[config.mk]
export PLATFORM = sky130hd
export DESIGN_NAME = twgmc_ram
export DESIGN_NICKNAME = d
export VERILOG_FILES = /design/src/sv/twgmc_ram.sv
export SDC_FILE = /design/constraint.sdc
export NUM_CORES = 1
export LEC_CHECK = 0
export BUFFER_PORTS_ARGS = -buffer_cell sky130_fd_sc_hd__buf_2
export CORE_MARGIN = 2
export CORE_UTILIZATION = 40
export CTS_BUF_LIST = sky130_fd_sc_hd__clkbuf_8
export CTS_CLUSTER_SIZE = 16
export DETAILED_ROUTE_END_ITERATION = 10
export GPL_ROUTABILITY_DRIVEN = 0
export PLACE_DENSITY = 0.61
export SYNTH_ARGS = -nofsm -noshare
export SYNTH_HDL_FRONTEND = slang
export SYNTH_SLANG_ARGS = --single-unit
[constraint.sdc]
create_clock -name clk -period 3.71 [get_ports clk]
set_input_delay 0.5565 -clock clk [delete_from_list [all_inputs] [get_ports clk]]
set_output_delay 0.5565 -clock clk [all_outputs]
set_load 0.01 [all_outputs]
[src/sv/twgmc_ram.sv]
module twgmc_ram #(
	parameter int WIDTH = 8,
	parameter int DEPTH = 16
) (
	input  logic                     clk,
	input  logic                     we,
	input  logic [$clog2(DEPTH)-1:0] waddr,
	input  logic [WIDTH-1:0]         wdata,
	input  logic [$clog2(DEPTH)-1:0] raddr,
	output logic [WIDTH-1:0]         rdata
);
	logic [WIDTH-1:0] mem [DEPTH];

	always_ff @(posedge clk) begin
		if (we) mem[waddr] <= wdata;
		rdata <= mem[raddr];
	end
endmodule

## Yosys cells after proc, flatten, opt, wreduce, memory -nomap -nowiden

Memories as Yosys holds them, arrays and structs flattened. A register that Yosys moved wholly into a read port is not among the register bits.
Cells that the tools add are included.

| word-level totals | value |
|---|---|
| register bits | 0 |
| latch bits | 0 |
| memory bits (writable) | 128 |
| bits in read-only memories | 0 |
| logic and storage cells | 3 |
| memories kept | 1 |

Memory list:

| memory | words | bits a word | rd ports | clocked after memory_dff | wr ports | RTL line | RTL |
|---|---|---|---|---|---|---|---|
| mem | 16 | 8 | 1 | 1 | 1 | 12 | `logic [WIDTH-1:0] mem [DEPTH];` |

| cells by class | value |
|---|---|
| add/sub/neg operators | 0 |
| multiply operators | 0 |
| div/mod/pow operators | 0 |
| $lt $le $gt $ge | 0 |
| equal/unequal tests | 0 |
| shifts and indexed selects | 0 |
| multiplexer cells | 2 |
| bitwise gates (word level) | 0 |
| reduce and logical (&&, ||, !) cells | 0 |

Operators with widths:

| kind | number |
|---|---|
| 1-bit two-way mux | 2 |

## Logic depth before layout (Yosys ltp)

| depth | value |
|---|---|
| depth in word-level cells | 2 |
| depth in mapped cells | 5 |

## Worst setup path after synthesis

Ideal clock, no wire load.

| timing | value |
|---|---|
| path type | input-to-reg |
| start | input waddr[2] |
| end | memory mem[0][0], enable pin |
| arrival time | 1.666 ns |
| required time | 3.327 ns |
| slack | 1.661 ns |
| stages | 2 |
| buffers on the path | 0 |
| cell sequence | or3b_2 > nor3_1 |

RTL lines:

| element | RTL line | RTL |
|---|---|---|
| start, declared | 7 | `input logic [$clog2(DEPTH)-1:0] waddr,` |
| end, declared | 12 |  |

Straight into the memory's write port.

==> flow_metrics.env <==
export IMPL_critPathSlowestCell="buf_2"
export IMPL_htree_levels=4
export IMPL_fin_crit_sh_pct=55.2
export IMPL_synthTopCellsByArea="edfxtp_1 (75%), mux4_2 (7.9%), mux4_1 (7.1%), dfxtp_1 (3.1%), a22oi_1 (2.3%)"
export IMPL_worstSkewPairLatency_ps=430
export IMPL_holdWs_ps=510
export IMPL_synthArstFlopShare_pct=0
export IMPL_clock_sinks=136
export IMPL_path_buf_inv=2
export IMPL_antenna_found_initial=1
export IMPL_area_delta_synth_final_pct=13.1
export IMPL_dpl_worst_slack_ps=1150
export IMPL_r2r_end="rdata[6]"
export IMPL_cts_root_buf="clkbuf_8"
export IMPL_syn_nets=247
export IMPL_start_util_pct=41.0
export IMPL_rsz0062_at_grt="no"
export IMPL_fin_ws_ps=1660
export IMPL_ys_flop_type="edfxtp_1"
export IMPL_clock_fmax_mhz=489
export IMPL_powerDensity_mw_per_mm2=515
export IMPL_synth_largest_area_cell="edfxtp_1"
export IMPL_synthTopCellsByCount="edfxtp_1 (128), mux4_2 (18), a22oi_1 (16), mux4_1 (14), nor2_1 (13)"
export IMPL_die_area_mm2=0.0138
export IMPL_timing_reg2reg_setup_slack_ps=2370
export IMPL_clk_pin_slew_ps=80
export IMPL_routedWlPerCell_um=20.0
export IMPL_vdd_drop_max_mv=0.216
export IMPL_die_h_um=117
export IMPL_hpwlAfterDp_mm=5.76
export IMPL_period_needed_ps=2050
export IMPL_power_leakage_nw=1.91
export IMPL_crit_chain="buf_2 -> buf_4 -> mux4_1 -> a22oi_1 -> nand2_1"
export IMPL_avgSynthCellArea_um2=22.5
export IMPL_min_delay_start="wdata[7]"
export IMPL_maxSlewViolCount=0
export IMPL_cts_buffers=17
export IMPL_finish_net_count=287
export IMPL_core_area_mm2=0.0126
export IMPL_cp_start_kind="primary input"
export IMPL_num_vias=2341
export IMPL_drtIter0Drc=165
export IMPL_whs_path_depth=1
export IMPL_critPathRequiredTime_ps=4020
export IMPL_clock_path_buffers=2
export IMPL_path_max_fanout=27
export IMPL_min_to="mem[13][7]"
export IMPL_outcome="finished, final reports clean"
export IMPL_yosysTopAreaCellShare_pct=74.7
export IMPL_cap_violations=0
export IMPL_grt_pass1_wl_mm=14.4
export IMPL_grt_pass1_vias=2443
export IMPL_ys_seq_elements=136
export IMPL_yosys_warnings=0
export IMPL_port_buffers=25
export IMPL_path_delay_family="buffers and inverters"
export IMPL_setup_violations=0
export IMPL_grt_max_degree=33
export IMPL_synth_edf_count=128
export IMPL_hold_buffers=0
export IMPL_grt_use_total_pct=14.5
export IMPL_fin_tns_setup_ps=0
export IMPL_yosysMostFrequentCell="edfxtp_1"
export IMPL_ios=26
export IMPL_totalWireLength_mm=9.11
export IMPL_cts_tree="yes"
export IMPL_drc=0
export IMPL_path_depth=5
export IMPL_syn_instance_count=229
export IMPL_crit_type="in2reg"
export IMPL_r2r_start="mem[10][6]"
export IMPL_hold_viol_final=0
export IMPL_viasPerCell=5.15
export IMPL_synthDistinctLibCells=19
export IMPL_firstDrtPassIters=4
export IMPL_final_layout_size_suffix_gt1_share_pct=28.7
export IMPL_post_cts_setup_buffer_count=0
export IMPL_fp_dieW_um=117
export IMPL_syn_area_mm2=0.00515
export IMPL_relSlewSlack_pct=36.8
export IMPL_grt_ovfl_total=0
export IMPL_synth_yosys_seq_area_share_pct=77.8
export IMPL_skew_ps=6.56
export IMPL_tightest_slew_ps=945
export IMPL_cts_resized=0
export IMPL_reg2reg_depth=3
export IMPL_hp_class="in2reg"
export IMPL_rows=41
export IMPL_critical_path_endpoint_type="flip-flop"
export IMPL_cpPeakStageDelay_ps=650
export IMPL_arrival_ps=2360
export IMPL_postRouteAntennaNets=0
==> worst max-delay path by stage <==
stage	slack [ps]	endpoint	start
after CTS	1620	rdata[4]	raddr[0]
final	1660	rdata[4]	raddr[0]
after detailed placement	1150	rdata[4]	raddr[0]
after floorplan	1660	mem[0][0]	waddr[2]
after global routing	1550	rdata[4]	raddr[0]
after global placement	1170	rdata[4]	raddr[0]
==> cell usage in the layout, fill, tap and decap left out, types with 2 or more instances in the layout <==
cell | synthesis | layout
buf_2 | 3 | 25
clkinv_2 | 0 | 7
mux4_2 | 18 | 18
nor2_1 | 13 | 13
bufinv_16 | 0 | 2
nand2_1 | 9 | 9
nand3b_1 | 2 | 2
edfxtp_1 | 128 | 128
dfxtp_1 | 8 | 8
buf_4 | 1 | 6
clkinvlp_4 | 0 | 5
clkbuf_8 | 0 | 17
nor3_1 | 4 | 4
mux4_1 | 14 | 14
nand2b_1 | 2 | 2
a22oi_1 | 16 | 16
==> worst reg2reg max path: cells and delay by family (launching register included) <==
| family | cells | cell delay (ps) |
|---|---|---|
| DFF | 1 | 370 |
| muxes | 1 | 470 |
| and+or+nand+nor | 1 | 120 |
| AOI/OAI and AO/OA | 1 | 250 |
==> state kept, by name (all words and copies together) (netlist names) <==
signal	count
mem	128
rdata	8
==> kinds of logic after synthesis <==
kind of cell / count (synthesis) / synth area share [%]
compound gates: 16 / 2.33
flops: 136 / 77.8
simple gates: 35 / 3.18
buf+inv: 10 / 1.68
mux: 32 / 15.0
==> where the power goes <==
part / switching, mW / internal, mW / total (mW)
Sequential: 0.00901 / 1.72 / 1.73
Combinational: 0.0876 / 0.0633 / 0.151
Clock: 0.539 / 0.583 / 1.12
Total: 0.635 / 2.36 / 3.00
==> layout make-up <==
class                   count  area, um^2
fillers                  1063        6750
flip-flops and latches    136        4000
multi-input cells          83        1060
clock buffers              17         234
well taps                 172         215
repair buffers             31         170
clock inverters            15         136
diodes                      1        2.50
==> metrics by stage <==
| stage | util [%] | instance area (um^2) | total power, mW | std cells |
|---|---|---|---|---|
| 3_3_place_gp | 43.3 | 5450 | 1.91 | 422 |
| 4_1_cts | 46.3 | 5820 | 3.03 | 454 |
| 5_1_grt | 46.3 | 5820 | 3.10 | 454 |
| 3_5_place_dp | 43.3 | 5450 | 1.91 | 422 |
| 2_1_floorplan | - | 5150 | 1.85 | 229 |
| 6_report | 46.3 | 5820 | 3.00 | 455 |
==> layer usage <==
metal / GRT usage (%) / wire, um
met5: 0 / 0
met2: 22.2 / 4440
met4: 5.27 / 114
met3: 4.67 / 352
met1: 19.5 / 4210
Note: power is estimated with default switching activity, not from simulation.
